File: src/hw/rtl/skit_pkg.sv
// ----------------------------------------------------------------------------
// skit_pkg
// Shared types and constants for the sorted key/index table.
// ----------------------------------------------------------------------------
`default_nettype none

package skit_pkg;

    // Table geometry.
    localparam int TABLE_DEPTH = 256;
    localparam int ADDR_W      = (TABLE_DEPTH > 1) ? $clog2(TABLE_DEPTH) : 1;
    localparam int CNT_W       = $clog2(TABLE_DEPTH + 1);

    // Field widths fixed by the interface.
    localparam int KEY_W   = 32;
    localparam int VALUE_W = 31;
    localparam int USED_W  = 9;

    typedef logic [ADDR_W-1:0]  addr_t;
    typedef logic [CNT_W-1:0]   cnt_t;
    typedef logic [KEY_W-1:0]   key_t;
    typedef logic [VALUE_W-1:0] value_t;

    // Operation codes.
    typedef enum logic [1:0] {
        OP_LOOKUP = 2'd0,
        OP_INSERT = 2'd1,
        OP_REMOVE = 2'd2,
        OP_UPDATE = 2'd3
    } op_t;

    // Result status codes.
    typedef enum logic [1:0] {
        STAT_OK      = 2'd0,
        STAT_MISSING = 2'd1,
        STAT_FULL    = 2'd2
    } status_t;

    // One stored table entry.
    typedef struct packed {
        key_t   key;
        value_t value;
    } entry_t;

    // Memory access request from the sequencer.
    typedef struct packed {
        logic   re;
        addr_t  raddr;
        logic   we;
        addr_t  waddr;
        entry_t wdata;
    } mem_req_t;

    // Finished result handed to the output stage.
    typedef struct packed {
        status_t status;
        value_t  found;
        cnt_t    count;
    } result_t;

    // Sequencer states.
    typedef enum logic [3:0] {
        S_IDLE,
        S_LO_ISSUE,
        S_LO_CMP,
        S_HI_ISSUE,
        S_HI_CMP,
        S_DISPATCH,
        S_LOOK_WAIT,
        S_INS_SHIFT,
        S_REM_SHIFT,
        S_UPD,
        S_DONE
    } state_t;

endpackage

`default_nettype wire

File: src/hw/rtl/skit_ctrl.sv
// ----------------------------------------------------------------------------
// skit_ctrl
// Sequencer: two binary searches over the sorted memory, then the lookup,
// the shift for insert or remove, or the rewrite sweep for update.
// ----------------------------------------------------------------------------
`default_nettype none

module skit_ctrl
    import skit_pkg::*;
(
    input  wire logic   clk,
    input  wire logic   rst_n,
    input  wire logic   in_valid,
    output logic        in_ready,
    input  wire op_t    in_op,
    input  wire key_t   in_key,
    input  wire value_t in_value,
    output mem_req_t    mem_req,
    input  wire entry_t rdata,
    output logic        res_valid,
    input  wire logic   res_ready,
    output result_t     res
);

    // Control state.
    state_t  state_reg, state_next;
    cnt_t    count_reg, count_next;
    logic    rd_live_reg, rd_live_next;

    // Request and working registers.
    op_t     op_reg, op_next;
    key_t    key_reg, key_next;
    value_t  val_reg, val_next;
    cnt_t    lo_reg, lo_next;
    cnt_t    hi_reg, hi_next;
    cnt_t    mid_reg, mid_next;
    cnt_t    first_reg, first_next;
    cnt_t    last_reg, last_next;
    cnt_t    ptr_reg, ptr_next;
    addr_t   wr_addr_reg, wr_addr_next;
    status_t status_reg, status_next;
    value_t  found_reg, found_next;

    logic    hit;
    logic    full;
    cnt_t    mid;
    cnt_t    ptr_dec;
    cnt_t    rem_dst;

    assign hit     = (first_reg < last_reg);
    assign full    = (count_reg == CNT_W'(TABLE_DEPTH));
    assign mid     = CNT_W'(({1'b0, lo_reg} + {1'b0, hi_reg}) >> 1);
    assign ptr_dec = ptr_reg - CNT_W'(1);
    assign rem_dst = ptr_reg - last_reg + first_reg;

    // Next state.
    always_comb
    begin
        state_next = state_reg;
        unique case (state_reg)
            S_IDLE:
            begin
                if (in_valid)
                begin
                    state_next = S_LO_ISSUE;
                end
            end
            S_LO_ISSUE:  state_next = (lo_reg < hi_reg) ? S_LO_CMP : S_HI_ISSUE;
            S_LO_CMP:    state_next = S_LO_ISSUE;
            S_HI_ISSUE:  state_next = (lo_reg < hi_reg) ? S_HI_CMP : S_DISPATCH;
            S_HI_CMP:    state_next = S_HI_ISSUE;
            S_DISPATCH:
            begin
                unique case (op_reg)
                    OP_LOOKUP: state_next = hit ? S_LOOK_WAIT : S_DONE;
                    OP_INSERT: state_next = full ? S_DONE : S_INS_SHIFT;
                    OP_REMOVE: state_next = hit ? S_REM_SHIFT : S_DONE;
                    OP_UPDATE: state_next = hit ? S_UPD : S_DONE;
                    default:   state_next = S_DONE;
                endcase
            end
            S_LOOK_WAIT: state_next = S_DONE;
            S_INS_SHIFT:
            begin
                if (!rd_live_reg && ptr_reg == last_reg)
                begin
                    state_next = S_DONE;
                end
            end
            S_REM_SHIFT:
            begin
                if (!rd_live_reg && ptr_reg >= count_reg)
                begin
                    state_next = S_DONE;
                end
            end
            S_UPD:
            begin
                if (ptr_reg >= last_reg)
                begin
                    state_next = S_DONE;
                end
            end
            S_DONE:
            begin
                if (res_ready)
                begin
                    state_next = S_IDLE;
                end
            end
            default:     state_next = S_IDLE;
        endcase
    end

    // Datapath and memory requests.
    always_comb
    begin
        in_ready     = 1'b0;
        res_valid    = 1'b0;
        mem_req      = '0;
        count_next   = count_reg;
        rd_live_next = rd_live_reg;
        op_next      = op_reg;
        key_next     = key_reg;
        val_next     = val_reg;
        lo_next      = lo_reg;
        hi_next      = hi_reg;
        mid_next     = mid_reg;
        first_next   = first_reg;
        last_next    = last_reg;
        ptr_next     = ptr_reg;
        wr_addr_next = wr_addr_reg;
        status_next  = status_reg;
        found_next   = found_reg;

        unique case (state_reg)
            S_IDLE:
            begin
                in_ready = 1'b1;
                if (in_valid)
                begin
                    op_next  = in_op;
                    key_next = in_key;
                    val_next = in_value;
                    lo_next  = '0;
                    hi_next  = count_reg;
                end
            end

            // Lower bound: first entry whose key is not less than the request key.
            S_LO_ISSUE:
            begin
                if (lo_reg < hi_reg)
                begin
                    mid_next      = mid;
                    mem_req.re    = 1'b1;
                    mem_req.raddr = mid[ADDR_W-1:0];
                end
                else
                begin
                    first_next = lo_reg;
                    hi_next    = count_reg;
                end
            end
            S_LO_CMP:
            begin
                if ($signed(rdata.key) < $signed(key_reg))
                begin
                    lo_next = mid_reg + CNT_W'(1);
                end
                else
                begin
                    hi_next = mid_reg;
                end
            end

            // Upper bound: first entry whose key is greater, starting from the lower bound.
            S_HI_ISSUE:
            begin
                if (lo_reg < hi_reg)
                begin
                    mid_next      = mid;
                    mem_req.re    = 1'b1;
                    mem_req.raddr = mid[ADDR_W-1:0];
                end
                else
                begin
                    last_next = lo_reg;
                end
            end
            S_HI_CMP:
            begin
                if ($signed(rdata.key) <= $signed(key_reg))
                begin
                    lo_next = mid_reg + CNT_W'(1);
                end
                else
                begin
                    hi_next = mid_reg;
                end
            end

            S_DISPATCH:
            begin
                status_next  = STAT_OK;
                found_next   = '0;
                rd_live_next = 1'b0;
                unique case (op_reg)
                    OP_LOOKUP:
                    begin
                        if (hit)
                        begin
                            mem_req.re    = 1'b1;
                            mem_req.raddr = first_reg[ADDR_W-1:0];
                        end
                        else
                        begin
                            status_next = STAT_MISSING;
                        end
                    end
                    OP_INSERT:
                    begin
                        if (full)
                        begin
                            status_next = STAT_FULL;
                        end
                        else
                        begin
                            ptr_next = count_reg;
                        end
                    end
                    OP_REMOVE:
                    begin
                        if (hit)
                        begin
                            ptr_next = last_reg;
                        end
                        else
                        begin
                            status_next = STAT_MISSING;
                        end
                    end
                    OP_UPDATE:
                    begin
                        if (hit)
                        begin
                            ptr_next = first_reg;
                        end
                        else
                        begin
                            status_next = STAT_MISSING;
                        end
                    end
                    default:
                    begin
                        status_next = STAT_MISSING;
                    end
                endcase
            end

            S_LOOK_WAIT:
            begin
                found_next = rdata.value;
            end

            // Move entries up by one from the top down, then write the new pair.
            S_INS_SHIFT:
            begin
                if (rd_live_reg)
                begin
                    mem_req.we    = 1'b1;
                    mem_req.waddr = wr_addr_reg;
                    mem_req.wdata = rdata;
                end
                if (ptr_reg > last_reg)
                begin
                    mem_req.re    = 1'b1;
                    mem_req.raddr = ptr_dec[ADDR_W-1:0];
                    wr_addr_next  = ptr_reg[ADDR_W-1:0];
                    ptr_next      = ptr_dec;
                    rd_live_next  = 1'b1;
                end
                else
                begin
                    rd_live_next = 1'b0;
                    if (!rd_live_reg)
                    begin
                        mem_req.we          = 1'b1;
                        mem_req.waddr       = last_reg[ADDR_W-1:0];
                        mem_req.wdata.key   = key_reg;
                        mem_req.wdata.value = val_reg;
                        count_next          = count_reg + CNT_W'(1);
                    end
                end
            end

            // Move the entries above the matching run down over it.
            S_REM_SHIFT:
            begin
                if (rd_live_reg)
                begin
                    mem_req.we    = 1'b1;
                    mem_req.waddr = wr_addr_reg;
                    mem_req.wdata = rdata;
                end
                if (ptr_reg < count_reg)
                begin
                    mem_req.re    = 1'b1;
                    mem_req.raddr = ptr_reg[ADDR_W-1:0];
                    wr_addr_next  = rem_dst[ADDR_W-1:0];
                    ptr_next      = ptr_reg + CNT_W'(1);
                    rd_live_next  = 1'b1;
                end
                else
                begin
                    rd_live_next = 1'b0;
                    if (!rd_live_reg)
                    begin
                        count_next = count_reg - (last_reg - first_reg);
                    end
                end
            end

            // Every entry of the matching run shares the key, so write it back whole.
            S_UPD:
            begin
                if (ptr_reg < last_reg)
                begin
                    mem_req.we          = 1'b1;
                    mem_req.waddr       = ptr_reg[ADDR_W-1:0];
                    mem_req.wdata.key   = key_reg;
                    mem_req.wdata.value = val_reg;
                    ptr_next            = ptr_reg + CNT_W'(1);
                end
            end

            S_DONE:
            begin
                res_valid = 1'b1;
            end

            default:
            begin
                rd_live_next = 1'b0;
            end
        endcase
    end

    assign res.status = status_reg;
    assign res.found  = found_reg;
    assign res.count  = count_reg;

    // Control registers.
    always_ff @(posedge clk or negedge rst_n)
    begin
        if (!rst_n)
        begin
            state_reg   <= S_IDLE;
            count_reg   <= '0;
            rd_live_reg <= 1'b0;
        end
        else
        begin
            state_reg   <= state_next;
            count_reg   <= count_next;
            rd_live_reg <= rd_live_next;
        end
    end

    // Working registers.
    always_ff @(posedge clk)
    begin
        op_reg      <= op_next;
        key_reg     <= key_next;
        val_reg     <= val_next;
        lo_reg      <= lo_next;
        hi_reg      <= hi_next;
        mid_reg     <= mid_next;
        first_reg   <= first_next;
        last_reg    <= last_next;
        ptr_reg     <= ptr_next;
        wr_addr_reg <= wr_addr_next;
        status_reg  <= status_next;
        found_reg   <= found_next;
    end

endmodule

`default_nettype wire

File: config.mk
export PLATFORM = sky130hd
export DESIGN_NAME = skit_ctrl
export DESIGN_NICKNAME = d
export VERILOG_FILES = /design/src/hw/rtl/skit_pkg.sv /design/src/hw/rtl/skit_ctrl.sv
export SDC_FILE = /design/constraint.sdc
export NUM_CORES = 1
export LEC_CHECK = 0
export ABC_AREA = 1
export BUFFER_PORTS_ARGS = -buffer_cell sky130_fd_sc_hd__buf_2
export CORE_UTILIZATION = 28
export DETAILED_ROUTE_END_ITERATION = 7
export SETUP_SLACK_MARGIN = 0.4
export SYNTH_ARGS = -nofsm -noshare
export SYNTH_HDL_FRONTEND = slang
export SYNTH_SLANG_ARGS = --single-unit
File: constraint.sdc
create_clock -name clk -period 10.7 [get_ports clk]
set_input_delay 1.07 -clock clk [delete_from_list [all_inputs] [get_ports clk]]
set_output_delay 1.07 -clock clk [all_outputs]
set_load 0.1 [all_outputs]
* Yosys cells after proc, flatten, opt, wreduce, memory -nomap -nowiden
Index checks and enable logic that the tools add are counted.
Storage, ports and cells: bits of input ports 132, bits in registers 174, output and inout bits 125, logic and storage cells 151
Operators by class: bitwise gates (word level) 1, reductions and logical operators 23, muxes and demuxes 58, add/subtract/negate cells 9, eq/ne operators 36, $lt $le $gt $ge 9
Operators by type and width (number):
- $mux W72 | 4
- $pmux W72 S3 | 1
- $mux W9 | 22
- $pmux W9 S4 | 3
- $pmux W31 S2 | 1
- $pmux W9 S3 | 2
- $pmux W4 S11 | 1
- $lt A9 B9 Y1 | 4
- $ne A2 B2 Y1 const B | 17
- $le A32 B32 Y1 | 1
- $lt A32 B32 Y1 | 1
- $mux W4 | 7
- $add A9 B1 Y9 const B | 3
- $ge A9 B9 Y1 | 2
- $pmux W9 S2 | 1
- $sub A9 B9 Y9 | 2
- $eq A4 B3 Y1 const B | 4
- $mux W8 | 2
- $pmux W4 S4 | 1
- $pmux W8 S2 | 1
- $reduce_and A5 Y1 | 3
- $eq A4 B4 Y1 const B | 3
- $add A9 B9 Y10 | 1
- $eq A9 B9 Y1 | 1
- 30 further kinds | 48

* Logic depth before layout (Yosys ltp)
depth in word-level cells 5, depth in mapped cells 18, depth with buffers taken out 18

* Worst setup path before layout
OpenSTA, ideal clock, no wires.
path type input -> register, start point input in_valid, end point register key_reg[0] (enable), required time 10132 ps, library setup time 568 ps, stages on the path 2, path slack 4611 ps, arrival 5521 ps, buffers on the path 0, cells stage by stage inv_1 -> nor3_1
Between the ends: cells in the longest elaborated chain, start to end 1
RTL lines:
- from (decl) | RTL line skit_ctrl.sv:13 | input wire logic in_valid,
- $reduce_and A2 Y1 (no line)
- to (signal assigned) | RTL line skit_ctrl.sv:374 | key_reg <= key_next;
- to (decl) | RTL line skit_ctrl.sv:32 | key_t key_reg, key_next;
No other way between the ends. A chain may end at the register's enable or synchronous reset.

==> flow_results.org <==
** Yosys
- The cell count after synthesis came out at 1368.
- Total nets after synthesis :: 1617
- Dominant register cell in the synthesized netlist :: edfxtp_1
- After synthesis the cells add up to 12000 um^2.
- Synthesis-stage register bit count :: 174
- Yosys cell types :: 49
- Proportion of register bits with asynchronous set or reset after synthesis :: 0.0805
- Number of flops mapped to enable cells by yosys :: 160
- Synthesized area divided by synthesized cell count :: 8.75 um^2
- During synthesis, Yosys emitted a total of 0 warnings.
- The share of the Yosys chip area taken by registers is 0.431.

** STA
- Number of setup violations in the final report :: 0
- The max-slew violation count is 0.
- Timing would allow up to 0.182 GHz.
- Setup repair after global routing left no endpoint under its margin.
- Final setup TNS :: 0 ns
- The worst pin sits at a relative slew slack of 0.291.
- Count of endpoints failing hold in the final timing report :: 0
- Share of the clock period used by the worst path after layout :: 0.512
- Setup slack after layout :: 5.22 ns
- At the pin with the least slew margin, the transition time is 1.06 ns.
- Worst clock skew on the final layout :: 0.0157 ns
- Post-route minimum period :: 5.48 ns

** Drt
- The detail route stage leaves a number of antenna-violating nets equal to 0.
- Iteration-0 DRC count of the detailed router :: 892
- Drt first pass iters :: 5
- Average vias per placed instance :: 4.96
- In the routed design, unresolved DRC markers number 0.
- Total length of routed wires :: 40700 um
- Routed vias :: 10.7k
- Average wire per cell in the routed design :: 18.8 um

** Die
- Initial standard-cell utilization of the core :: 0.285
- In this run the count of I/O pins placed on the die edge is 257.
- The die covers 43600 um^2.
- Horizontal die dimension :: 209 um
- Y dimension of the die :: 209 um
- The initialized floorplan defines 75 standard-cell rows.
- Core Footprint :: 42000 um^2

** Run status
- Status :: completed

** Final layout
- Measured on the finished design, the core utilization comes to 0.341.
- For this run, the number of standard cells in the final layout without fillers is 2163.
- Relative to the synthesized area, the layout overhead comes to 19.8%.
- In the final layout, the share of cells above drive strength 1 is 0.199.
- Count of nets after finishing :: 1860
- Filler cell count :: 4356
- Registers take 5150 um^2.
- Flip-flop count of the largest register, all copies and words added :: 32
- In the final layout, the multi-input gates occupy 5570 um^2.

** Worst setup path
- Stages on worst setup path :: 13
- For flop-to-flop paths, the worst setup slack is 6.91 ns.
- The worst setup path is captured at an output pin.
- Cell-by-cell listing of the critical path :: inv_1 -> ha_1 -> a21oi_1 -> o21ai_0 -> nand3_1 -> nand3_2 -> nand2_1 -> nand2_2 -> inv_2 -> buf_4 -> nand3_1 -> o221ai_1 -> buf_2
- Worst endpoint data arrival time :: 4.41 ns
- CP max stage delay :: 0.56 ns
- The startpoint identified for the worst register-to-register timing path is lo_reg[6].
- Required @ worst endpoint :: 9.63 ns
- The endpoint identified for the worst register-to-register timing path is hi_reg[4].
- By instance count, the cell type seen most on the critical path is nand3_1.
- Along the worst path, the maximum fanout reaches 37.
- Type of element launching the critical path :: flip-flop
- The kind of cell with the highest combined delay along the critical path is buffers and inverters.
- R2R cell count :: 9
- The number of buffers and inverters on the critical path is 4.
- Slowest stage cell on the critical path :: inv_2
- Type of the worst setup path :: flip-flop to output pin

** Worst hold path
- Hold EP :: first_reg[0]
- The startpoint identified for the worst hold timing path is lo_reg[0].
- The tightest min-delay check is of the flip-flop to flip-flop type.
- Along the worst hold path, the cell count comes to 0.

** Clocking
- Clock tree synthesis selected as its root buffer the cell clkbuf_16.
- TritonCTS clock tree :: built
- Buffer count from post-CTS setup fixing :: 0
- For this design, the CTS-stage hold fixing added 0 buffers.
- Clock-pin slew on the worst setup and hold paths :: 0.07 ns
- Sinks on Clock Net :: 174
- Clock network latency to the later pin of the worst-skew pair :: 0.45 ns
- Max clock buf depth :: 2
- Number of buffers added by the clock tree synthesis step :: 17
- Post-CTS repair changed the size of 0 cells.
- The clock tree synthesis step divided the H-tree into 4 levels.

** Global route
- Number of antenna violations at the first check in global routing :: 2
- Vias in the first global route :: 10.4k
- Global-route wire length before repair :: 61400 um
- Aggregate global-route resource usage :: 0.186
- Total overflow reported by the global router :: 0
- Pin count of the biggest net entering global routing :: 74

** Place
- Final weighted congestion in routability-driven placement :: 0.958
- Cell total after placement :: 2131
- Buffers placed on the I/O ports in this run total 256.
- Hpwl dp :: 31600 um
- Prior to clock tree synthesis, the placed netlist has a worst setup slack of 5.76 ns.

** Power and ir drop
- Worst IR Drop VDD :: 137 uV
- PD cells :: 309 nW/um^2
- For this design the static power due to leakage is 6.71 nW.

** Run
- Max capacitance violation total :: 0
cell families (layout without fill, tap and decap cells):
kind of cell,after synthesis,after routing,synth area share
AND/OR/NAND/NOR,487,487,0.181
buffers and inverters,311,565,0.104
AO/OA/AOI/OAI,264,264,0.141
flip-flops,174,174,0.431
adder cells (fa/ha/maj),117,117,0.132
XOR/XNOR,15,15,0.0110
other,0,2,0
worst max path at each step:
stage | slack [ns] | endpoint | startpoint
4_1_cts | 5.25 | mem_req[70] | last_reg[6]
3_5_place_dp | 5.76 | mem_req[70] | last_reg[6]
6_report | 5.22 | mem_req[70] | last_reg[6]
2_1_floorplan | 4.61 | key_reg[0] | in_valid
5_1_grt | 5.07 | mem_req[70] | last_reg[6]
3_3_place_gp | 5.74 | mem_req[70] | ptr_reg[6]
cell type report:
class                      instances  share of cell area
inverter                         272              0.0712
sequential                       174               0.360
timing repair buffer             263              0.0930
tap                              539              0.0470
multi-input combinational        883               0.388
clock buffer                      17              0.0297
clock inverter                    13              0.0107
antenna                            2            0.000349
power by group:
part / internal (W) / total (W) / leakage (nW) / switching, W
logic: 0.000616 / 0.00254 / 4.75 / 0.00192
clock network: 0.000347 / 0.000641 / 0.283 / 0.000294
registers: 0.00104 / 0.00125 / 1.68 / 0.000204
synth_stat cells (all sizes together), types with 3 or more instances:
cell type / instances / area [um^2]
nand3: 117 / 608
nand2: 222 / 838
fa: 16 / 320
xnor2: 6 / 52.6
nor2: 107 / 454
inv: 267 / 1000
ha: 101 / 1260
xor2: 9 / 78.8
edfxtp: 160 / 4800
dfrtp: 14 / 350
a21o: 5 / 37.5
o22ai: 11 / 68.8
a21oi: 74 / 374
nand3b: 4 / 30.0
o21ai: 68 / 352
a31oi: 3 / 18.8
buf: 19 / 148
clkinv: 5 / 18.8
o221ai: 44 / 385
o211ai: 43 / 323
nand4: 15 / 93.8
nor3: 15 / 90.1
clkbuf: 20 / 76.3
a22oi: 4 / 30.0
o21a: 5 / 37.5
cells in the final DEF (no fill, tap or decap), drive strengths merged, types with 2 or more instances in the layout:
cell / n
o21a: 5
inv: 273
clkinv: 9
fa: 16
o31ai: 2
clkbuf: 17
a21oi: 74
or2: 2
o211ai: 43
edfxtp: 160
ha: 101
nand3: 117
a21o: 5
o21bai: 2
o21ai: 68
nand3b: 4
a31oi: 3
diode: 2
o22ai: 11
nor3: 15
xnor2: 6
buf: 263
nand2: 222
o221ai: 44
xor2: 9
nand4: 15
nor4: 2
a22oi: 4
nor2: 107
dfrtp: 14
bufinv: 2
per-stage QoR:
step                hold slack, ns  area [um^2]  power (W)
global route                 0.553        14300    0.00472
finish                       0.530        14300    0.00443
global placement             0.490        13800    0.00377
CTS                          0.526        14300    0.00444
floorplan                    0.470        12000    0.00309
detailed placement           0.503        13800    0.00379
routing by layer:
layer	GRT usage	vias up	share of wire
li1	-	5162	-
met3	0.0347	54	0.065
met5	0	-	0
met4	0.0626	0	0.023
met1	0.242	5097	0.44
met2	0.308	411	0.48
Power figures use the tool's default switching activity.
